--- src/wsg_pkg.sv ---
// Shared types and constants for the waypoint setpoint glide block.
package wsg_pkg;

    localparam int LAT_W       = 28;
    localparam int LON_W       = 29;
    localparam int DLAT_W      = LAT_W + 1;
    localparam int DLON_W      = LON_W + 1;
    localparam int MAG_W       = LON_W;
    localparam int REM_W       = MAG_W + 1;
    localparam int MODE_W      = 3;
    localparam int RUN_W       = 2;
    localparam int SPEED_W     = 24;
    localparam int STEP_W      = 16;
    localparam int WIN_W       = 16;
    localparam int INC_W       = 23;
    localparam int INC_MAG_W   = INC_W - 1;
    localparam int CFG_IDX_W   = 3;
    localparam int CFG_DATA_W  = 24;
    localparam int IN_TDATA_W  = 120;
    localparam int OUT_TDATA_W = 48;

    localparam logic [RUN_W-1:0] RUN_ACTIVE = 2'd2;

    localparam logic [CFG_IDX_W-1:0] CFG_NEAR_WINDOW = 3'd0;
    localparam logic [CFG_IDX_W-1:0] CFG_MIN_SPEED   = 3'd1;
    localparam logic [CFG_IDX_W-1:0] CFG_MAX_SPEED   = 3'd2;
    localparam logic [CFG_IDX_W-1:0] CFG_DECEL_STEP  = 3'd3;
    localparam logic [CFG_IDX_W-1:0] CFG_ACCEL_STEP  = 3'd4;
    localparam logic [CFG_IDX_W-1:0] CFG_MODE_CODE   = 3'd5;

    localparam logic [WIN_W-1:0]   RST_NEAR_WINDOW = 16'd160;
    localparam logic [SPEED_W-1:0] RST_MIN_SPEED   = 24'd838861;
    localparam logic [SPEED_W-1:0] RST_MAX_SPEED   = 24'd3355443;
    localparam logic [STEP_W-1:0]  RST_DECEL_STEP  = 16'd2517;
    localparam logic [STEP_W-1:0]  RST_ACCEL_STEP  = 16'd1678;
    localparam logic [MODE_W-1:0]  RST_MODE_CODE   = 3'd3;

    localparam logic [SPEED_W-1:0]   SPEED_MAX = {SPEED_W{1'b1}};
    localparam logic [INC_MAG_W-1:0] INC_MAX   = {INC_MAG_W{1'b1}};

    typedef enum logic [2:0] {
        ST_IDLE,
        ST_LOAD,
        ST_PREP,
        ST_DIV,
        ST_STORE,
        ST_RAMP,
        ST_MUL,
        ST_DONE
    } state_t;

    typedef struct packed {
        logic load;
        logic step;
    } seq_ctrl_t;

endpackage

--- src/wsg_div.sv ---
// Bit-serial restoring divider giving the Q1.FRAC_BITS ratio of short to long distance.
module wsg_div #(
    parameter int FRAC_BITS = 16
) (
    input  logic                         aclk,
    input  wsg_pkg::seq_ctrl_t           ctrl,
    input  logic [wsg_pkg::MAG_W-1:0]    divisor,
    input  logic [wsg_pkg::MAG_W-1:0]    dividend,
    output logic [FRAC_BITS:0]           quotient
);

    logic [wsg_pkg::REM_W-1:0] rem_reg, rem_next;
    logic [wsg_pkg::MAG_W-1:0] div_reg, div_next;
    logic [FRAC_BITS:0]        q_reg, q_next;
    logic [wsg_pkg::REM_W-1:0] diff;
    logic                      ge;

    always_comb begin
        ge       = rem_reg >= {1'b0, div_reg};
        diff     = rem_reg - {1'b0, div_reg};
        rem_next = rem_reg;
        div_next = div_reg;
        q_next   = q_reg;
        if (ctrl.load) begin
            rem_next = {1'b0, dividend};
            div_next = divisor;
            q_next   = '0;
        end else if (ctrl.step) begin
            rem_next = ge ? {diff[wsg_pkg::MAG_W-1:0], 1'b0}
                          : {rem_reg[wsg_pkg::MAG_W-1:0], 1'b0};
            q_next   = {q_reg[FRAC_BITS-1:0], ge};
        end
    end

    always_ff @(posedge aclk) begin
        rem_reg <= rem_next;
        div_reg <= div_next;
        q_reg   <= q_next;
    end

    assign quotient = q_reg;

endmodule

--- src/wsg_mul.sv ---
// Bit-serial shift-add multiplier forming a saturated increment magnitude from speed and ratio.
module wsg_mul #(
    parameter int FRAC_BITS = 16
) (
    input  logic                            aclk,
    input  wsg_pkg::seq_ctrl_t              ctrl,
    input  logic [wsg_pkg::SPEED_W-1:0]     speed,
    input  logic [FRAC_BITS:0]              ratio,
    output logic [wsg_pkg::INC_MAG_W-1:0]   magnitude
);

    logic [wsg_pkg::SPEED_W-1:0] acc_reg, acc_next;
    logic [FRAC_BITS:0]          rsh_reg, rsh_next;
    logic                        lsb_reg, lsb_next;
    logic [wsg_pkg::SPEED_W:0]   sum;
    logic [wsg_pkg::SPEED_W:0]   prod;

    always_comb begin
        sum      = {1'b0, acc_reg} + (rsh_reg[0] ? {1'b0, speed} : '0);
        acc_next = acc_reg;
        rsh_next = rsh_reg;
        lsb_next = lsb_reg;
        if (ctrl.load) begin
            acc_next = '0;
            rsh_next = ratio;
            lsb_next = 1'b0;
        end else if (ctrl.step) begin
            acc_next = sum[wsg_pkg::SPEED_W:1];
            lsb_next = sum[0];
            rsh_next = {1'b0, rsh_reg[FRAC_BITS:1]};
        end
    end

    always_ff @(posedge aclk) begin
        acc_reg <= acc_next;
        rsh_reg <= rsh_next;
        lsb_reg <= lsb_next;
    end

    // The product shifted down by FRAC_BITS is the accumulator with the last bit shifted out.
    always_comb begin
        prod = {acc_reg, lsb_reg};
        if (|prod[wsg_pkg::SPEED_W:wsg_pkg::INC_MAG_W]) begin
            magnitude = wsg_pkg::INC_MAX;
        end else begin
            magnitude = prod[wsg_pkg::INC_MAG_W-1:0];
        end
    end

endmodule

--- src/waypoint_setpoint_glide.sv ---
// Top level of the waypoint setpoint glide block: control sequencer, state and stream ports.
// An inactive leg goes from LOAD straight to DONE; the flying phase runs LOAD, RAMP, MUL
// and DONE; a phase-0 tick runs LOAD, PREP, DIV and STORE, then RAMP and MUL if it flies,
// and then DONE; the ratio divider and the increment multiplier work bit by bit. One beat
// is taken at a time, the next one the cycle after the result is registered. Reset clears
// the leg state and restores the registers.
module waypoint_setpoint_glide #(
    parameter int FRAC_BITS = 16
) (
    input  logic                              aclk,
    input  logic                              aresetn,
    input  logic                              s_tvalid,
    output logic                              s_tready,
    // target_lat, target_lon, setpoint_lat, setpoint_lon, mode_now, run_state, begin_leg
    input  logic [wsg_pkg::IN_TDATA_W-1:0]    s_tdata,
    output logic                              m_tvalid,
    input  logic                              m_tready,
    // lat_increment, lon_increment, flying_leg, leg_active
    output logic [wsg_pkg::OUT_TDATA_W-1:0]   m_tdata,
    input  logic                              cfg_valid,
    output logic                              cfg_ready,
    input  logic [wsg_pkg::CFG_IDX_W-1:0]     cfg_index,
    input  logic [wsg_pkg::CFG_DATA_W-1:0]    cfg_data
);

    localparam int CNT_W = $clog2(FRAC_BITS + 1);
    localparam logic [CNT_W-1:0]   CNT_LAST = CNT_W'(FRAC_BITS);
    localparam logic [FRAC_BITS:0] ONE      = {1'b1, {FRAC_BITS{1'b0}}};

    wsg_pkg::state_t state_reg, state_next;

    logic [wsg_pkg::WIN_W-1:0]   near_window_reg;
    logic [wsg_pkg::SPEED_W-1:0] min_speed_reg;
    logic [wsg_pkg::SPEED_W-1:0] max_speed_reg;
    logic [wsg_pkg::STEP_W-1:0]  decel_step_reg;
    logic [wsg_pkg::STEP_W-1:0]  accel_step_reg;
    logic [wsg_pkg::MODE_W-1:0]  mode_code_reg;

    logic                        active_reg, active_next;
    logic                        phase_reg, phase_next;
    logic [wsg_pkg::SPEED_W-1:0] speed_reg, speed_next;
    logic [FRAC_BITS:0]          lat_ratio_reg, lat_ratio_next;
    logic [FRAC_BITS:0]          lon_ratio_reg, lon_ratio_next;
    logic                        flying_reg, flying_next;
    logic [CNT_W-1:0]            cnt_reg, cnt_next;

    logic [wsg_pkg::DLAT_W-1:0]  dlat_reg, dlat_next;
    logic [wsg_pkg::DLON_W-1:0]  dlon_reg, dlon_next;
    logic [wsg_pkg::LAT_W-1:0]   alat_reg, alat_next;
    logic [wsg_pkg::MAG_W-1:0]   alon_reg, alon_next;
    logic                        lat_neg_reg, lat_neg_next;
    logic                        lon_neg_reg, lon_neg_next;
    logic                        lat_zero_reg, lat_zero_next;
    logic                        lon_zero_reg, lon_zero_next;
    logic                        lat_long_reg, lat_long_next;

    logic                        m_tvalid_reg, m_tvalid_next;
    logic [wsg_pkg::OUT_TDATA_W-1:0] m_tdata_reg, m_tdata_next;

    wsg_pkg::seq_ctrl_t          div_ctrl, mul_ctrl;
    logic [wsg_pkg::MAG_W-1:0]   div_long, div_short;
    logic [FRAC_BITS:0]          quotient;
    logic [wsg_pkg::INC_MAG_W-1:0] lat_mag, lon_mag;

    logic [wsg_pkg::LAT_W-1:0]   in_tlat, in_slat;
    logic [wsg_pkg::LON_W-1:0]   in_tlon, in_slon;
    logic [wsg_pkg::MODE_W-1:0]  in_mode;
    logic [wsg_pkg::RUN_W-1:0]   in_run;
    logic                        in_begin;

    logic                        lat_ge;
    logic [wsg_pkg::DLAT_W-1:0]  dlat_abs;
    logic [wsg_pkg::DLON_W-1:0]  dlon_abs;
    logic                        near;
    logic [wsg_pkg::SPEED_W:0]   speed_up;
    logic [wsg_pkg::INC_W-1:0]   lat_inc, lon_inc;
    logic                        out_free;

    assign in_tlat  = s_tdata[27:0];
    assign in_tlon  = s_tdata[56:28];
    assign in_slat  = s_tdata[84:57];
    assign in_slon  = s_tdata[113:85];
    assign in_mode  = s_tdata[116:114];
    assign in_run   = s_tdata[118:117];
    assign in_begin = s_tdata[119];

    assign cfg_ready = 1'b1;
    assign out_free  = !m_tvalid_reg || m_tready;
    assign lat_ge    = {1'b0, alat_reg} >= alon_reg;
    assign div_long  = lat_ge ? {1'b0, alat_reg} : alon_reg;
    assign div_short = lat_ge ? alon_reg : {1'b0, alat_reg};

    wsg_div #(.FRAC_BITS(FRAC_BITS)) u_div (
        .aclk     (aclk),
        .ctrl     (div_ctrl),
        .divisor  (div_long),
        .dividend (div_short),
        .quotient (quotient)
    );

    wsg_mul #(.FRAC_BITS(FRAC_BITS)) u_mul_lat (
        .aclk      (aclk),
        .ctrl      (mul_ctrl),
        .speed     (speed_reg),
        .ratio     (lat_ratio_reg),
        .magnitude (lat_mag)
    );

    wsg_mul #(.FRAC_BITS(FRAC_BITS)) u_mul_lon (
        .aclk      (aclk),
        .ctrl      (mul_ctrl),
        .speed     (speed_reg),
        .ratio     (lon_ratio_reg),
        .magnitude (lon_mag)
    );

    always_comb begin
        state_next = state_reg;
        unique case (state_reg)
            wsg_pkg::ST_IDLE: begin
                if (s_tvalid) begin
                    state_next = wsg_pkg::ST_LOAD;
                end
            end
            wsg_pkg::ST_LOAD: begin
                priority if (!active_reg) begin
                    state_next = wsg_pkg::ST_DONE;
                end else if (!phase_reg) begin
                    state_next = wsg_pkg::ST_PREP;
                end else begin
                    state_next = wsg_pkg::ST_RAMP;
                end
            end
            wsg_pkg::ST_PREP: begin
                state_next = wsg_pkg::ST_DIV;
            end
            wsg_pkg::ST_DIV: begin
                if (cnt_reg == CNT_LAST) begin
                    state_next = wsg_pkg::ST_STORE;
                end
            end
            wsg_pkg::ST_STORE: begin
                state_next = phase_reg ? wsg_pkg::ST_RAMP : wsg_pkg::ST_DONE;
            end
            wsg_pkg::ST_RAMP: begin
                state_next = wsg_pkg::ST_MUL;
            end
            wsg_pkg::ST_MUL: begin
                if (cnt_reg == CNT_LAST) begin
                    state_next = wsg_pkg::ST_DONE;
                end
            end
            wsg_pkg::ST_DONE: begin
                if (out_free) begin
                    state_next = wsg_pkg::ST_IDLE;
                end
            end
        endcase
    end

    always_comb begin
        s_tready = (state_reg == wsg_pkg::ST_IDLE);
        div_ctrl = '{load: state_reg == wsg_pkg::ST_PREP, step: state_reg == wsg_pkg::ST_DIV};
        mul_ctrl = '{load: state_reg == wsg_pkg::ST_RAMP, step: state_reg == wsg_pkg::ST_MUL};
    end

    always_comb begin
        dlat_abs = dlat_reg[wsg_pkg::DLAT_W-1] ? (wsg_pkg::DLAT_W'(0) - dlat_reg) : dlat_reg;
        dlon_abs = dlon_reg[wsg_pkg::DLON_W-1] ? (wsg_pkg::DLON_W'(0) - dlon_reg) : dlon_reg;
        near     = (alat_reg < wsg_pkg::LAT_W'(near_window_reg))
                && (alon_reg < wsg_pkg::MAG_W'(near_window_reg));
        speed_up = {1'b0, speed_reg} + (wsg_pkg::SPEED_W + 1)'(accel_step_reg);
        lat_inc  = '0;
        lon_inc  = '0;
        if (flying_reg && !lat_zero_reg) begin
            lat_inc = lat_neg_reg ? (wsg_pkg::INC_W'(0) - {1'b0, lat_mag}) : {1'b0, lat_mag};
        end
        if (flying_reg && !lon_zero_reg) begin
            lon_inc = lon_neg_reg ? (wsg_pkg::INC_W'(0) - {1'b0, lon_mag}) : {1'b0, lon_mag};
        end
    end

    always_comb begin
        active_next    = active_reg;
        phase_next     = phase_reg;
        speed_next     = speed_reg;
        lat_ratio_next = lat_ratio_reg;
        lon_ratio_next = lon_ratio_reg;
        flying_next    = flying_reg;
        cnt_next       = cnt_reg;
        dlat_next      = dlat_reg;
        dlon_next      = dlon_reg;
        alat_next      = alat_reg;
        alon_next      = alon_reg;
        lat_neg_next   = lat_neg_reg;
        lon_neg_next   = lon_neg_reg;
        lat_zero_next  = lat_zero_reg;
        lon_zero_next  = lon_zero_reg;
        lat_long_next  = lat_long_reg;
        m_tdata_next   = m_tdata_reg;
        m_tvalid_next  = m_tvalid_reg && !m_tready;
        unique case (state_reg)
            wsg_pkg::ST_IDLE: begin
                if (s_tvalid) begin
                    dlat_next   = {in_tlat[wsg_pkg::LAT_W-1], in_tlat}
                                - {in_slat[wsg_pkg::LAT_W-1], in_slat};
                    dlon_next   = {in_tlon[wsg_pkg::LON_W-1], in_tlon}
                                - {in_slon[wsg_pkg::LON_W-1], in_slon};
                    flying_next = 1'b0;
                    if (in_begin) begin
                        active_next = 1'b1;
                        phase_next  = 1'b0;
                    end
                    if (in_mode != mode_code_reg && in_run == wsg_pkg::RUN_ACTIVE) begin
                        active_next = 1'b0;
                    end
                end
            end
            wsg_pkg::ST_LOAD: begin
                alat_next     = dlat_abs[wsg_pkg::LAT_W-1:0];
                alon_next     = dlon_abs[wsg_pkg::MAG_W-1:0];
                lat_neg_next  = dlat_reg[wsg_pkg::DLAT_W-1];
                lon_neg_next  = dlon_reg[wsg_pkg::DLON_W-1];
                lat_zero_next = (dlat_reg == '0);
                lon_zero_next = (dlon_reg == '0);
            end
            wsg_pkg::ST_PREP: begin
                speed_next    = '0;
                lat_long_next = lat_ge;
                cnt_next      = '0;
                if (lat_ratio_reg == ONE || lon_ratio_reg == ONE) begin
                    phase_next = 1'b1;
                end
            end
            wsg_pkg::ST_DIV: begin
                cnt_next = cnt_reg + 1'b1;
            end
            wsg_pkg::ST_STORE: begin
                if (lat_long_reg) begin
                    lat_ratio_next = ONE;
                    lon_ratio_next = lat_zero_reg ? '0 : quotient;
                end else begin
                    lat_ratio_next = quotient;
                    lon_ratio_next = ONE;
                end
            end
            wsg_pkg::ST_RAMP: begin
                flying_next = 1'b1;
                cnt_next    = '0;
                if (lat_zero_reg && lon_zero_reg) begin
                    active_next = 1'b0;
                end
                priority if (near && speed_reg > min_speed_reg) begin
                    speed_next = (speed_reg > wsg_pkg::SPEED_W'(decel_step_reg))
                               ? speed_reg - wsg_pkg::SPEED_W'(decel_step_reg) : '0;
                end else if (speed_reg < max_speed_reg) begin
                    speed_next = speed_up[wsg_pkg::SPEED_W]
                               ? wsg_pkg::SPEED_MAX : speed_up[wsg_pkg::SPEED_W-1:0];
                end
            end
            wsg_pkg::ST_MUL: begin
                cnt_next = cnt_reg + 1'b1;
            end
            wsg_pkg::ST_DONE: begin
                if (out_free) begin
                    m_tvalid_next = 1'b1;
                    m_tdata_next  = {active_reg, flying_reg, lon_inc, lat_inc};
                end
            end
        endcase
    end

    always_ff @(posedge aclk) begin
        if (!aresetn) begin
            state_reg       <= wsg_pkg::ST_IDLE;
            near_window_reg <= wsg_pkg::RST_NEAR_WINDOW;
            min_speed_reg   <= wsg_pkg::RST_MIN_SPEED;
            max_speed_reg   <= wsg_pkg::RST_MAX_SPEED;
            decel_step_reg  <= wsg_pkg::RST_DECEL_STEP;
            accel_step_reg  <= wsg_pkg::RST_ACCEL_STEP;
            mode_code_reg   <= wsg_pkg::RST_MODE_CODE;
            active_reg      <= 1'b0;
            phase_reg       <= 1'b0;
            speed_reg       <= '0;
            lat_ratio_reg   <= '0;
            lon_ratio_reg   <= '0;
            flying_reg      <= 1'b0;
            cnt_reg         <= '0;
            m_tvalid_reg    <= 1'b0;
        end else begin
            state_reg     <= state_next;
            active_reg    <= active_next;
            phase_reg     <= phase_next;
            speed_reg     <= speed_next;
            lat_ratio_reg <= lat_ratio_next;
            lon_ratio_reg <= lon_ratio_next;
            flying_reg    <= flying_next;
            cnt_reg       <= cnt_next;
            m_tvalid_reg  <= m_tvalid_next;
            if (cfg_valid) begin
                unique case (cfg_index)
                    wsg_pkg::CFG_NEAR_WINDOW: near_window_reg <= cfg_data[wsg_pkg::WIN_W-1:0];
                    wsg_pkg::CFG_MIN_SPEED:   min_speed_reg   <= cfg_data;
                    wsg_pkg::CFG_MAX_SPEED:   max_speed_reg   <= cfg_data;
                    wsg_pkg::CFG_DECEL_STEP:  decel_step_reg  <= cfg_data[wsg_pkg::STEP_W-1:0];
                    wsg_pkg::CFG_ACCEL_STEP:  accel_step_reg  <= cfg_data[wsg_pkg::STEP_W-1:0];
                    wsg_pkg::CFG_MODE_CODE:   mode_code_reg   <= cfg_data[wsg_pkg::MODE_W-1:0];
                    default: ;
                endcase
            end
        end
    end

    always_ff @(posedge aclk) begin
        dlat_reg     <= dlat_next;
        dlon_reg     <= dlon_next;
        alat_reg     <= alat_next;
        alon_reg     <= alon_next;
        lat_neg_reg  <= lat_neg_next;
        lon_neg_reg  <= lon_neg_next;
        lat_zero_reg <= lat_zero_next;
        lon_zero_reg <= lon_zero_next;
        lat_long_reg <= lat_long_next;
        m_tdata_reg  <= m_tdata_next;
    end

    assign m_tvalid = m_tvalid_reg;
    assign m_tdata  = m_tdata_reg;

    // After the ratios are stored, one of them is always exactly one.
    a_ratio_one: assert property (@(posedge aclk) disable iff (!aresetn)
        (state_reg == wsg_pkg::ST_STORE) |=> (lat_ratio_reg == ONE || lon_ratio_reg == ONE))
        else $error("neither ratio is one after the ratio update");

    // The serial counter never runs past the last bit.
    a_cnt_range: assert property (@(posedge aclk) disable iff (!aresetn)
        (state_reg == wsg_pkg::ST_DIV || state_reg == wsg_pkg::ST_MUL) |-> (cnt_reg <= CNT_LAST))
        else $error("serial bit counter out of range");

    // A beat that did not fly carries zero increments.
    a_idle_zero: assert property (@(posedge aclk) disable iff (!aresetn)
        (m_tvalid_reg && !m_tdata_reg[46]) |-> (m_tdata_reg[45:0] == '0))
        else $error("non-zero increment on a beat that did not fly");

endmodule

--- config.mk ---
export PLATFORM = sky130hd
export DESIGN_NAME = waypoint_setpoint_glide
export DESIGN_NICKNAME = d
export VERILOG_FILES = /design/src/wsg_pkg.sv /design/src/wsg_div.sv /design/src/wsg_mul.sv /design/src/waypoint_setpoint_glide.sv
export SDC_FILE = /design/constraint.sdc
export NUM_CORES = 1
export LEC_CHECK = 0
export ABC_AREA = 1
export BUFFER_PORTS_ARGS = -buffer_cell sky130_fd_sc_hd__buf_2
export CAP_MARGIN = 20
export CORE_ASPECT_RATIO = 1.25
export CORE_MARGIN = 2
export CORE_UTILIZATION = 35
export DETAILED_ROUTE_END_ITERATION = 6
export SETUP_SLACK_MARGIN = 0.4
export SLEW_MARGIN = 20
export SYNTH_ARGS = -nofsm -noshare
export SYNTH_HDL_FRONTEND = slang
export SYNTH_SLANG_ARGS = --single-unit
--- constraint.sdc ---
create_clock -name aclk -period 6.5 [get_ports aclk]
set_clock_uncertainty 0.05 [all_clocks]
set_input_delay 0.65 -clock aclk [delete_from_list [all_inputs] [get_ports aclk]]
set_output_delay 0.65 -clock aclk [all_outputs]
set_load 0.03 [all_outputs]
==> results.rst, run 1 <==
.. list-table::
   :header-rows: 1

   * - Metric
     - Value
   * - Syn_nets
     - 5279
   * - Worst-path fanout max
     - 55
   * - Most common cell after layout, fill and taps aside
     - sky130_fd_sc_hd__nand2_1
   * - Number of buffers created by CTS
     - 55
   * - First-pass iteration count of the detailed router
     - 6
   * - Highest clock rate
     - 0.2235 GHz
   * - Final Routed Wirelength
     - 103300 um
   * - Area Growth Syn to Fin
     - 12.09%
   * - Number of max-slew violations in the final report
     - 0
   * - DP HPWL
     - 80460 um
   * - WS Path Type
     - reg -> reg
   * - Synthesized instance count
     - 4843
   * - Initial antenna violation count
     - 21
   * - Flip-flop count of the largest register after layout
     - 48
   * - Root cell of the clock tree
     - sky130_fd_sc_hd__clkbuf_16
   * - Height of the chip
     - 358.4 um
   * - Initial DRC count
     - 1905
   * - Average detailed-routed wire length per instance
     - 16.20 um
   * - CTS tree
     - built
   * - Top layer used by detailed routing
     - met5
   * - Met1 wire length
     - 43280 um
   * - Critical path's largest stage delay
     - 1010 ps
   * - Data arrival time of the critical path
     - 4790 ps
   * - Routability-driven placement congestion ratio
     - 0.9193
   * - Mean post-synth cell area
     - 7.259 sq um
   * - Via count normalized by instance count
     - 4.984
   * - Critical-path cell list
     - ha_1 -> nand4_1 -> nor4b_1 -> nand3_1 -> nand3_2 -> buf_4 -> nand2_1 -> nand3_1 -> nand2_1
   * - Number of max-capacitance violations reported
     - 0
   * - Pwr Density
     - 407.0 nW/um^2
   * - Wire length of the first global-routing pass
     - 162100 um
   * - Total DRC errors in the routed layout
     - 0
   * - Number of flops mapped to enable cells by yosys
     - 261
   * - Standard cell core area
     - 100000 sq um
   * - Setup tns final
     - 0 ps
   * - Post-CTS Hold Buffers
     - 0
   * - Number of cell rows
     - 130
   * - Post-layout minimum cycle time
     - 4474 ps
   * - Maximum resistive drop on vdd
     - 236.0 uV
   * - Number of endpoints with negative hold slack in the final report
     - 0
   * - Final cell utilization of the core
     - 39.40%
   * - Final Net Count
     - 5436
   * - Instance area after placement
     - 37480 sq um
   * - Count of different cell masters after synthesis
     - 62
   * - Buffers added on ports
     - 201
   * - Post-route antenna net violation count
     - 0
   * - Worst endpoint required time
     - 6820 ps
   * - Unrepaired setup endpoints after global routing
     - false
   * - Layout cell share with drive strength beyond 1
     - 8.086%
   * - HP Class
     - in -> reg
   * - Async SR Flop Fraction
     - 0%
   * - I/O pins
     - 203
   * - CTS sink cnt
     - 498
   * - Global-route congestion overflow total
     - 0
   * - CTS resizes
     - 0
   * - Result of the run
     - complete, no violations
   * - Static leakage
     - 0.01847 uW
   * - Post-CTS setup buffer count
     - 0
   * - Power consumption
     - 16040 uW
   * - Kind of end point of the critical path
     - register
   * - Total number of vias
     - 31779
   * - Worst Tran Pin Value
     - 1084 ps
   * - Chip Width
     - 287.5 um
   * - Final setup violating endpoints
     - 0
   * - Register clock-pin slew on the reported worst setup and hold paths
     - 60 ps
   * - Combined area of all synthesized cells
     - 35160 sq um
   * - Sequential-to-total area share from yosys stat
     - 35.79%
   * - H-tree depth reported by CTS
     - 2
   * - Via count of the first global-routing pass
     - 30347
   * - Register-to-register setup slack
     - 2030 ps
   * - Max Root-Sink Buffers
     - 3
   * - Category of the worst setup path launch point
     - register
   * - Yosys warns
     - 0
   * - Number of register bits inferred by synthesis
     - 498
   * - Starting density of the core
     - 35.15%
   * - Maximum number of pins on one net before global-route repair
     - 84
   * - Detail Route met2 WL
     - 50440 um
   * - Worst-path cell with the longest stage delay
     - sky130_fd_sc_hd__nand3_2
   * - Total GRT Usage
     - 19.77%
   * - Filler Cells Inserted
     - 10529
   * - Clk_lat worst skew
     - 660 ps
   * - Final period utilization
     - 68.83%
   * - Final non-filler cell area
     - 39410 sq um
   * - Leading register cell type out of synthesis
     - sky130_fd_sc_hd__edfxtp_1
   * - Max-slew headroom at the worst pin
     - 27.51%
   * - Area of the die
     - 103000 sq um
   * - Met3 wire len
     - 5632 um
   * - Commonest non-fill, non-tap cells in the layout
     - sky130_fd_sc_hd__nand2_1, sky130_fd_sc_hd__inv_1, sky130_fd_sc_hd__nor2_1
[logic make-up after synthesis]
logic type | count (synthesis) | synth area share, %
xor+xnor | 169 | 4.210
buf+inv | 899 | 9.926
fa+ha+maj | 284 | 10.26
simple gates | 2032 | 24.63
compound gates | 960 | 15.18
flops | 498 | 35.79
other cells | 1 | 0.01067
[synthesized netlist by cell type, types with 4 or more instances]
cell / instances / area [sq um]
sky130_fd_sc_hd__xnor2_1: 63 / 551.8
sky130_fd_sc_hd__a21oi_2: 4 / 35.03
sky130_fd_sc_hd__dfxtp_1: 237 / 4745
sky130_fd_sc_hd__buf_4: 10 / 75.07
sky130_fd_sc_hd__or2_2: 13 / 81.33
sky130_fd_sc_hd__nand2_2: 14 / 87.58
sky130_fd_sc_hd__fa_1: 7 / 140.1
sky130_fd_sc_hd__a31oi_1: 15 / 93.84
sky130_fd_sc_hd__buf_1: 5 / 18.77
sky130_fd_sc_hd__a21oi_1: 410 / 2052
sky130_fd_sc_hd__nor3_1: 85 / 425.4
sky130_fd_sc_hd__buf_6: 7 / 78.83
sky130_fd_sc_hd__clkinv_1: 5 / 18.77
sky130_fd_sc_hd__nand2_1: 1042 / 3911
sky130_fd_sc_hd__nand3b_1: 6 / 45.04
sky130_fd_sc_hd__clkbuf_1: 86 / 322.8
sky130_fd_sc_hd__buf_2: 19 / 95.09
sky130_fd_sc_hd__nand4_1: 96 / 600.6
sky130_fd_sc_hd__nor2_2: 6 / 37.54
sky130_fd_sc_hd__nor2_1: 465 / 1745
sky130_fd_sc_hd__nor2_4: 10 / 112.6
sky130_fd_sc_hd__o211ai_1: 72 / 540.5
sky130_fd_sc_hd__or2_1: 13 / 81.33
sky130_fd_sc_hd__inv_1: 748 / 2808
sky130_fd_sc_hd__o31ai_1: 5 / 37.54
sky130_fd_sc_hd__o21bai_1: 17 / 127.6
sky130_fd_sc_hd__a21o_1: 23 / 172.7
sky130_fd_sc_hd__inv_2: 18 / 67.56
sky130_fd_sc_hd__edfxtp_1: 261 / 7838
sky130_fd_sc_hd__nor4_1: 18 / 112.6
sky130_fd_sc_hd__o21ai_1: 35 / 175.2
sky130_fd_sc_hd__a31o_2: 5 / 43.79
sky130_fd_sc_hd__a21boi_0: 8 / 60.06
sky130_fd_sc_hd__o21a_1: 21 / 157.7
sky130_fd_sc_hd__a211oi_1: 17 / 127.6
sky130_fd_sc_hd__ha_1: 277 / 3466
sky130_fd_sc_hd__and3_1: 4 / 25.02
sky130_fd_sc_hd__o22ai_1: 19 / 118.9
sky130_fd_sc_hd__o21ai_0: 296 / 1481
sky130_fd_sc_hd__nand3_1: 240 / 1201
sky130_fd_sc_hd__and2_1: 4 / 25.02
sky130_fd_sc_hd__xor2_1: 106 / 928.4
[through the flow]
step	instances	hold slack, ps	worst slack (ps)
finish	6376	220.3	2026
global route	6369	226.9	1562
floorplan	4843	373.8	2045
detailed placement	6263	401.1	1999
global placement	6263	398.5	2040
CTS	6366	188.8	1962
[metal layers]
layer  GRT usage (%)  up-vias
met3           2.570      206
li1                -    16388
met5               0        -
met2           35.93      790
met4           7.292       20
met1           23.63    14375
[layout make-up]
cell class	instances	area (sq um)	area share, %
multi-input cells	3446	19150	48.58
flip-flops and latches	498	12580	31.93
clock buffers	74	1519	3.854
repair buffers	228	1211	3.073
clock inverters	29	379.1	0.9620
well taps	1320	1652	4.191
diodes	10	25.02	0.06350
inverters	771	2895	7.347
[worst max-delay path: cells and delay by family (launching register included)]
family | cells | cell delay, ps
fa+ha+maj | 1 | 370
flops | 1 | 440
simple gates | 7 | 2890
buf+inv | 1 | 410
[worst paths after layout]
kind,depth (start not counted),start,end
max reg2reg,9,alat_reg[20],u_div.rem_reg[1]
max,9,alat_reg[20],u_div.rem_reg[1]
min reg2reg,0,flying_reg,m_tdata[46]
min,3,cfg_data[21],max_speed_reg[21]
[power breakdown]
part | total, uW | switching, uW | internal (uW)
registers | 5070 | 686 | 4380
logic | 7690 | 5130 | 2570
clock network | 3280 | 1350 | 1930
total | 16000 | 7170 | 8870
Power figures use the tool's default switching activity.
==> run 2: changes to the inputs <==
==> constraint.sdc (replaced) <==
create_clock -name aclk -period 4.3 [get_ports aclk]
set_clock_uncertainty 0.05 [all_clocks]
set_input_delay 0.43 -clock aclk [delete_from_list [all_inputs] [get_ports aclk]]
set_output_delay 0.43 -clock aclk [all_outputs]
set_load 0.03 [all_outputs]
==> run 2 against run 1 <==
  * Routed wire length increased by 1.3%
  * Die area unchanged
  * Cell count about the same
  * Combinational power increased by 51%
  * Largest power group unchanged
  * Via count increased by 0.37%
  * Total power increased by 50%
  * Non-clock buffer count increased by 14
  * Sequential share of layout area about the same
  * Sequential power increased by 52%
  * Sequential cell count unchanged
  * Utilization about the same
  * Maximum frequency increased by 36%
  * Critical endpoint is now u_mul_lon.acc_reg[11]
==> results.rst, run 2 (synthesis gave the netlist of run 1 again) <==
.. list-table::
   :header-rows: 1

   * - Metric
     - Value
   * - Result of the run
     - complete, no violations
   * - Number of endpoints with negative hold slack in the final report
     - 0 (unchanged)
   * - Kind of end point of the critical path
     - register
   * - Starting density of the core
     - 35.15% (unchanged)
   * - I/O pins
     - 203 (unchanged)
   * - PnR worst setup slack
     - 1013 ps (-1012 ps)
   * - Number of buffers created by CTS
     - 53 (-3.6%)
   * - Final cell utilization of the core
     - 39.38% (about the same)
   * - Average detailed-routed wire length per instance
     - 16.40 um (+1.3%)
   * - Max-slew headroom at the worst pin
     - 36.05% (+8.5 points)
   * - Final period utilization
     - 76.43% (+7.6 points)
   * - Post-CTS setup buffer count
     - 0 (unchanged)
   * - Clk_lat worst skew
     - 650 ps (about the same)
   * - Commonest non-fill, non-tap cells in the layout
     - sky130_fd_sc_hd__nand2_1, sky130_fd_sc_hd__inv_1, sky130_fd_sc_hd__nor2_1
   * - Flip-flop count of the largest register after layout
     - 48 (unchanged)
   * - Worst slack at placement
     - 1042 ps (-957.3 ps)
   * - Worst-path fanout max
     - 24 (-56%)
   * - Static leakage
     - 0.01848 uW (about the same)
   * - Total DRC errors in the routed layout
     - 0 (unchanged)
   * - Layout cell share with drive strength beyond 1
     - 8.229% (+0.14 points)
   * - Unrepaired setup endpoints after global routing
     - false
   * - Critical path buffers and inverters
     - 2 (+1)
   * - Chip Width
     - 287.5 um (unchanged)
   * - Via count of the first global-routing pass
     - 30641 (+0.97%)
   * - Maximum resistive drop on vdd
     - 378.2 uV (+60%)
   * - Via count normalized by instance count
     - 5.000 (+0.33%)
   * - Buffers added on ports
     - 201 (unchanged)
   * - Power consumption
     - 24010 uW (+50%)
   * - Area Growth Syn to Fin
     - 12.06% (about the same)
   * - Maximum number of pins on one net before global-route repair
     - 87 (+3.6%)
   * - Number of max-slew violations in the final report
     - 0 (unchanged)
   * - Wire length of the first global-routing pass
     - 164300 um (+1.4%)
   * - First-pass iteration count of the detailed router
     - 5 (-1)
   * - Standard cell core area
     - 100000 sq um (unchanged)
   * - Number of max-capacitance violations reported
     - 0 (unchanged)
   * - Global-route congestion overflow total
     - 0 (unchanged)
   * - Area of the die
     - 103000 sq um (unchanged)
   * - Filler Cells Inserted
     - 10524 (-0.047%)
   * - Final setup violating endpoints
     - 0 (unchanged)
   * - Number of cell rows
     - 130 (unchanged)
   * - Category of the worst setup path launch point
     - register
   * - WS Path Type
     - reg -> reg
   * - Final Net Count
     - 5448 (+0.22%)
   * - Worst-path cell with the longest stage delay
     - sky130_fd_sc_hd__edfxtp_1
   * - Most common cell after layout, fill and taps aside
     - sky130_fd_sc_hd__nand2_1
   * - Worst hold slack
     - 44.39 ps (-175.9 ps)
   * - CTS resizes
     - 0 (unchanged)
   * - Critical path's largest stage delay
     - 750 ps (-260 ps)
   * - Routability-driven placement congestion ratio
     - 0.9462 (+2.9%)
   * - Post-layout minimum cycle time
     - 3287 ps (-1188 ps)
   * - Cell class contributing the biggest share of worst-path delay
     - compound AO/OA/AOI/OAI gates
   * - Data arrival time of the critical path
     - 3770 ps (-1020 ps)
   * - Critical-path cell list
     - nand2_1 -> inv_1 -> ha_1 -> fa_1 -> nand3_1 -> nand2_1 -> a21boi_0 -> o21ai_1 -> a21oi_1 -> or2_1 -> nand3_1 -> o211ai_1 -> inv_1
   * - Register clock-pin slew on the reported worst setup and hold paths
     - 60 ps (about the same)
   * - Total number of vias
     - 31898 (+0.37%)
   * - Post-CTS Hold Buffers
     - 0 (unchanged)
   * - Root cell of the clock tree
     - sky130_fd_sc_hd__clkbuf_16
   * - Total GRT Usage
     - 19.98% (+0.21 points)
   * - HP Class
     - in -> reg
   * - H-tree depth reported by CTS
     - 2 (unchanged)
   * - Initial DRC count
     - 1897 (-0.42%)
   * - Worst endpoint required time
     - 4780 ps (-2040 ps)
   * - Setup tns final
     - 0 ps (unchanged)
   * - CTS tree
     - built
   * - Worst Tran Pin Value
     - 958.1 ps (-126.2 ps)
   * - Highest clock rate
     - 0.3043 GHz (+36%)
   * - DP HPWL
     - 82150 um (+2.1%)
   * - Register cell area after layout
     - 12580 sq um (unchanged)
   * - Initial antenna violation count
     - 16 (-24%)
   * - CTS sink cnt
     - 498 (unchanged)
   * - Post-route antenna net violation count
     - 0 (unchanged)
   * - Max Root-Sink Buffers
     - 3 (unchanged)
   * - Pwr Density
     - 609.5 nW/um^2 (+50%)
   * - Footprint of the multi-input gates
     - 19140 sq um (about the same)
   * - Height of the chip
     - 358.4 um (unchanged)
   * - Final Routed Wirelength
     - 104600 um (+1.3%)
[run 2: worst min-delay path, cell delays in order]
cell and delay [ps]:
sky130_fd_sc_hd__buf_2 130, sky130_fd_sc_hd__nand2_1 60, sky130_fd_sc_hd__o211ai_1 70
[run 2: report_power, final]
part | switching [uW] | total, uW | leakage [uW] | internal (uW)
Clock | 2030 | 4700 | 0.000853 | 2670
Sequential | 1100 | 7720 | 0.00436 | 6620
Combinational | 7670 | 11600 | 0.0133 | 3920
Total | 10800 | 24000 | 0.0185 | 13200
[run 2: final cells by class]
type | count | share of cell area, %
inverter | 771 | 7.349
clock inverter | 29 | 0.8321
sequential | 498 | 31.94
multi-input combinational | 3446 | 48.58
timing repair buffer | 242 | 3.436
antenna | 4 | 0.02541
tap | 1320 | 4.192
clock buffer | 69 | 3.649
[run 2: metal layers]
metal	part of all wire (%)	vias up	GRT usage, %	wire length [um]
met5	0.094	-	0	98
met2	49	840	35.83	50760
met3	5.0	206	2.595	5245
met4	3.1	18	6.156	3266
met1	43	14445	24.75	45280
li1	-	16389	-	-
[run 2: worst paths after layout]
check	depth (start not counted)	slack, ps	endpoint	startpoint
worst max-delay path	13	1010	u_mul_lon.acc_reg[11]	u_mul_lon.rsh_reg[0]
worst min register to register	2	410	decel_step_reg[3]	decel_step_reg[3]
worst min-delay path	3	40	max_speed_reg[20]	cfg_data[20]
worst max register to register	13	1010	u_mul_lon.acc_reg[11]	u_mul_lon.rsh_reg[0]
[run 2: through the flow]
stage                     area, sq um  instances
after floorplan                 35160       4843
after global placement          37600       6276
after detailed placement        37620       6277
after CTS                       39390       6375
after global routing            39390       6377
final                           39400       6379
==> run 3: changes to the inputs <==
--- a/config.mk
+++ b/config.mk
@@ -5,7 +5,7 @@
 export SDC_FILE = /design/constraint.sdc
 export NUM_CORES = 1
 export LEC_CHECK = 0
-export ABC_AREA = 1
+export ABC_AREA = 0
 export BUFFER_PORTS_ARGS = -buffer_cell sky130_fd_sc_hd__buf_2
 export CAP_MARGIN = 20
 export CORE_ASPECT_RATIO = 1.25
==> constraint.sdc (replaced) <==
create_clock -name aclk -period 3.1 [get_ports aclk]
set_clock_uncertainty 0.05 [all_clocks]
set_input_delay 0.31 -clock aclk [delete_from_list [all_inputs] [get_ports aclk]]
set_output_delay 0.31 -clock aclk [all_outputs]
set_load 0.03 [all_outputs]
==> run 3 against run 2 <==
  * The run now ends with setup timing left
  * Synthesized area shrank 7.5%
  * Sequential power rose by 27%
  * First-iteration DRC count is 11% lower
  * Sequential cell count is the same
  * Total power grew 44%
  * Sequential share of layout area shrank 3.0 points
  * Clock-buffer cell count grew 15
  * Highest routed layer unchanged
==> results.rst, run 3 <==
.. list-table::
   :header-rows: 1

   * - Metric
     - Value
   * - R2R depth
     - 13 (unchanged)
   * - Most common cell after layout, fill and taps aside
     - sky130_fd_sc_hd__nand2_1
   * - Async SR Flop Fraction
     - 0% (unchanged)
   * - HP Class
     - in -> reg
   * - Kind of end point of the critical path
     - register
   * - Worst hold slack
     - 33.62 ps (-10.78 ps)
   * - First-pass iteration count of the detailed router
     - 5 (unchanged)
   * - Mean post-synth cell area
     - 8.592 sq um (+18%)
   * - Top layer used by detailed routing
     - met5
   * - Via count normalized by instance count
     - 5.322 (+6.4%)
   * - Number of cell rows
     - 125 (-3.8%)
   * - Top cells by instance count after synthesis
     - sky130_fd_sc_hd__nand2_1, sky130_fd_sc_hd__a21oi_1, sky130_fd_sc_hd__nor2_1
   * - Worst Hold Depth
     - 3 (unchanged)
   * - Leading register cell type out of synthesis
     - sky130_fd_sc_hd__edfxtp_1
   * - Footprint of the multi-input gates
     - 21230 sq um (+11%)
   * - Number of max-capacitance violations reported
     - 0 (unchanged)
   * - Met1 wire length
     - 41490 um (-8.4%)
   * - PnR worst setup slack
     - -11.91 ps (-1025 ps)
   * - Violated checks
     - setup timing
   * - Number of register bits inferred by synthesis
     - 498 (unchanged)
   * - Data arrival time of the critical path
     - 3550 ps (-220 ps)
   * - Category of the worst setup path launch point
     - register
   * - Final Non-Filler Cells
     - 5623 (-12%)
   * - Top-area cell type share of the netlist area
     - 24.10% (+1.8 points)
   * - Syn_nets
     - 4221 (-20%)
   * - Reg-to-reg critical path startpoint
     - u_div.rem_reg[2]
   * - Via count of the first global-routing pass
     - 28818 (-5.9%)
   * - Final Routed Wirelength
     - 100200 um (-4.2%)
   * - Yosys warns
     - 0 (unchanged)
   * - Wire length of the first global-routing pass
     - 154500 um (-6.0%)
   * - Register-to-register setup slack
     - -10 ps (-1030 ps)
   * - WS Path Type
     - reg -> reg
   * - Filler Cells Inserted
     - 8678 (-18%)
   * - Post-route antenna net violation count
     - 0 (unchanged)
   * - Chip Width
     - 276.6 um (-3.8%)
   * - Unrepaired setup endpoints after global routing
     - true
   * - Post-layout minimum cycle time
     - 3112 ps (-174.7 ps)
   * - Critical R2R Capture
     - u_div.rem_reg[4]
   * - Static leakage
     - 0.01802 uW (-2.5%)
   * - Most numerous cell in the Yosys netlist
     - sky130_fd_sc_hd__nand2_1
   * - Cells taking the most area after synthesis
     - sky130_fd_sc_hd__edfxtp_1, sky130_fd_sc_hd__dfxtp_1, sky130_fd_sc_hd__ha_1, sky130_fd_sc_hd__nand2_1, sky130_fd_sc_hd__a21oi_1
   * - Routability-driven placement congestion ratio
     - 0.9241 (-2.3%)
   * - Setup tns final
     - -14.78 ps (-14.78 ps)
   * - Global-route congestion overflow total
     - 0 (unchanged)
   * - Worst Tran Pin Value
     - 999.6 ps (+41.51 ps)
   * - Endpoint, Worst Hold
     - dlon_reg[0]
   * - Max-slew headroom at the worst pin
     - 33.36% (-2.7 points)
   * - H-tree depth reported by CTS
     - 2 (unchanged)
   * - Average detailed-routed wire length per instance
     - 17.82 um (+8.6%)
   * - Register cell area after layout
     - 12620 sq um (+0.27%)
   * - Number of buffers created by CTS
     - 54 (+1.9%)
   * - Number of endpoints with negative hold slack in the final report
     - 0 (unchanged)
   * - CTS tree
     - built
   * - Pwr Density
     - 791.1 nW/um^2 (+30%)
   * - Final setup violating endpoints
     - 2 (+2)
   * - Detail Route met2 WL
     - 49870 um (-1.8%)
   * - Worst endpoint required time
     - 3540 ps (-1240 ps)
   * - Worst Min Path Start
     - s_tdata[85]
   * - Sequential-to-total area share from yosys stat
     - 38.69% (+2.9 points)
   * - Commonest non-fill, non-tap cells in the layout
     - sky130_fd_sc_hd__nand2_1, sky130_fd_sc_hd__buf_4, sky130_fd_sc_hd__a21oi_1
   * - Initial DRC count
     - 1697 (-11%)
   * - Area of the die
     - 95380 sq um (-7.4%)
   * - Worst-path fanout max
     - 4 (-83%)
   * - DP HPWL
     - 71310 um (-13%)
   * - Area Growth Syn to Fin
     - 34.16%
   * - Height of the chip
     - 344.8 um (-3.8%)
   * - Initial antenna violation count
     - 1 (-15)
   * - Clk_lat worst skew
     - 640 ps (about the same)
   * - Buffers added on ports
     - 201 (unchanged)
   * - Final period utilization
     - 100.4% (+24 points)
   * - I/O pins
     - 203 (unchanged)
   * - Root cell of the clock tree
     - sky130_fd_sc_hd__clkbuf_16
   * - Maximum resistive drop on vdd
     - 589.4 uV (+56%)
   * - Total DRC errors in the routed layout
     - 0 (unchanged)
   * - Met3 wire len
     - 4091 um (-22%)
   * - Standard cell core area
     - 92590 sq um (-7.4%)
   * - Max Root-Sink Buffers
     - 3 (unchanged)
   * - Number of flops mapped to enable cells by yosys
     - 261 (unchanged)
   * - Highest clock rate
     - 0.3213 GHz (+5.6%)
   * - Number of max-slew violations in the final report
     - 0 (unchanged)
   * - Combined area of all synthesized cells
     - 32520 sq um (-7.5%)
   * - Starting density of the core
     - 35.12% (about the same)
   * - Post-synth top area cell
     - sky130_fd_sc_hd__edfxtp_1
   * - Maximum number of pins on one net before global-route repair
     - 62 (-29%)
   * - Final Net Count
     - 4807 (-12%)
   * - Placed cells
     - 5365 (-15%)
   * - Layout cell share with drive strength beyond 1
     - 28.13% (+20 points)
   * - Total GRT Usage
     - 20.04% (+0.057 points)
   * - Synthesized instance count
     - 3785 (-22%)
   * - Register clock-pin slew on the reported worst setup and hold paths
     - 60 ps (about the same)
   * - CTS sink cnt
     - 498 (unchanged)
   * - Result of the run
     - complete, but fails checks
   * - Total number of vias
     - 29926 (-6.2%)
   * - Flip-flop count of the largest register after layout
     - 48 (unchanged)
   * - Count of different cell masters after synthesis
     - 81 (+31%)
## run 3: cell types whose count changed in the layout (fill, tap and decap cells not counted), sizes merged, moves of 65 or more
cell / change
nor2: -189
a21oi: -65
and2: +65
nand3: -131
inv: -509
buf: +416
o21ai: -174
nand2: -490
xnor2: +82
## run 3: how the worst max path moves through the flow
stage | start | end | slack [ps] | cells past startpoint
final | u_div.rem_reg[2] | u_div.rem_reg[4] | -10 | 13
after floorplan | u_mul_lat.acc_reg[23] | m_tdata[18] | -180 | 12
after detailed placement | u_div.rem_reg[0] | u_div.rem_reg[3] | -160 | 14
after global placement | u_div.rem_reg[0] | u_div.rem_reg[3] | -140 | 14
after global routing | u_mul_lat.acc_reg[23] | m_tdata[18] | -140 | 11
after CTS | u_mul_lat.acc_reg[23] | m_tdata[18] | -5 | 11
## run 3: repair_timing
item	in CTS	in global routing
endpoints found under the setup margin	130	140
hold buffers	25	0
setup buffers	77	39
pin swaps	164	145
gates cloned	12	3
resized for setup	402	211
hold endpoints to repair	80	0
## run 3: worst max-delay path, stage by stage, from the launching register on
cell and delay [ps]:
sky130_fd_sc_hd__edfxtp_1 420, sky130_fd_sc_hd__ha_1 320, sky130_fd_sc_hd__nor2b_4 150, sky130_fd_sc_hd__o31ai_4 230, sky130_fd_sc_hd__a211oi_2 110, sky130_fd_sc_hd__buf_4 160, sky130_fd_sc_hd__or4b_4 500, sky130_fd_sc_hd__a21oi_4 160
sky130_fd_sc_hd__or2_4 200, sky130_fd_sc_hd__buf_12 120, sky130_fd_sc_hd__buf_8 120, sky130_fd_sc_hd__nand2_2 50, sky130_fd_sc_hd__a32o_1 230, sky130_fd_sc_hd__a31oi_1 140
## run 3: kinds of logic after synthesis
| group | count (synthesis) | share of synthesized area [%] |
|---|---|---|
| flip-flops | 498 | 38.69 |
| adder cells (fa/ha/maj) | 284 | 11.09 |
| other | 1 | 0.01153 |
| multiplexers | 66 | 2.147 |
| AND/OR/NAND/NOR | 1375 | 19.46 |
| buffers and inverters | 415 | 4.832 |
| AO/OA/AOI/OAI | 945 | 18.36 |
| XOR/XNOR | 201 | 5.413 |
## run 3: routing by layer
metal / up-vias / GRT usage [%]
met5: - / 0
met4: 2 / 9.103
met3: 244 / 2.142
met2: 741 / 36.74
met1: 14203 / 23.59
li1: 14736 / -
## run 3: area by class of cell
cell class | count | share of cell area, %
antenna | 1 | 0.005736
clock buffer | 84 | 3.826
clock inverter | 17 | 0.4130
inverter | 259 | 2.254
multi-input combinational | 2873 | 48.67
sequential | 498 | 28.92
tap | 1206 | 3.459
timing repair buffer | 685 | 12.46
## run 3: where the power goes
| part | total, uW | switching, uW | internal [uW] | leakage [uW] |
|---|---|---|---|---|
| logic | 18000 | 9330 | 8640 | 0.0128 |
| registers | 9820 | 1100 | 8720 | 0.00433 |
| clock network | 6730 | 2840 | 3890 | 0.000913 |
| total | 34500 | 13300 | 21200 | 0.0180 |
## run 3: stage by stage
stage | setup WS [ps] | power, uW | instance area, sq um | utilization, %
3_3_place_gp | -141.1 | 22990 | 37440 | 40.44
2_1_floorplan | -175.5 | 18860 | 33070 | -
6_report | -11.91 | 34520 | 43630 | 47.12
5_1_grt | -136.8 | 36410 | 43630 | 47.12
4_1_cts | -4.543 | 33120 | 42170 | 45.55
3_5_place_dp | -159.8 | 23100 | 37440 | 40.44
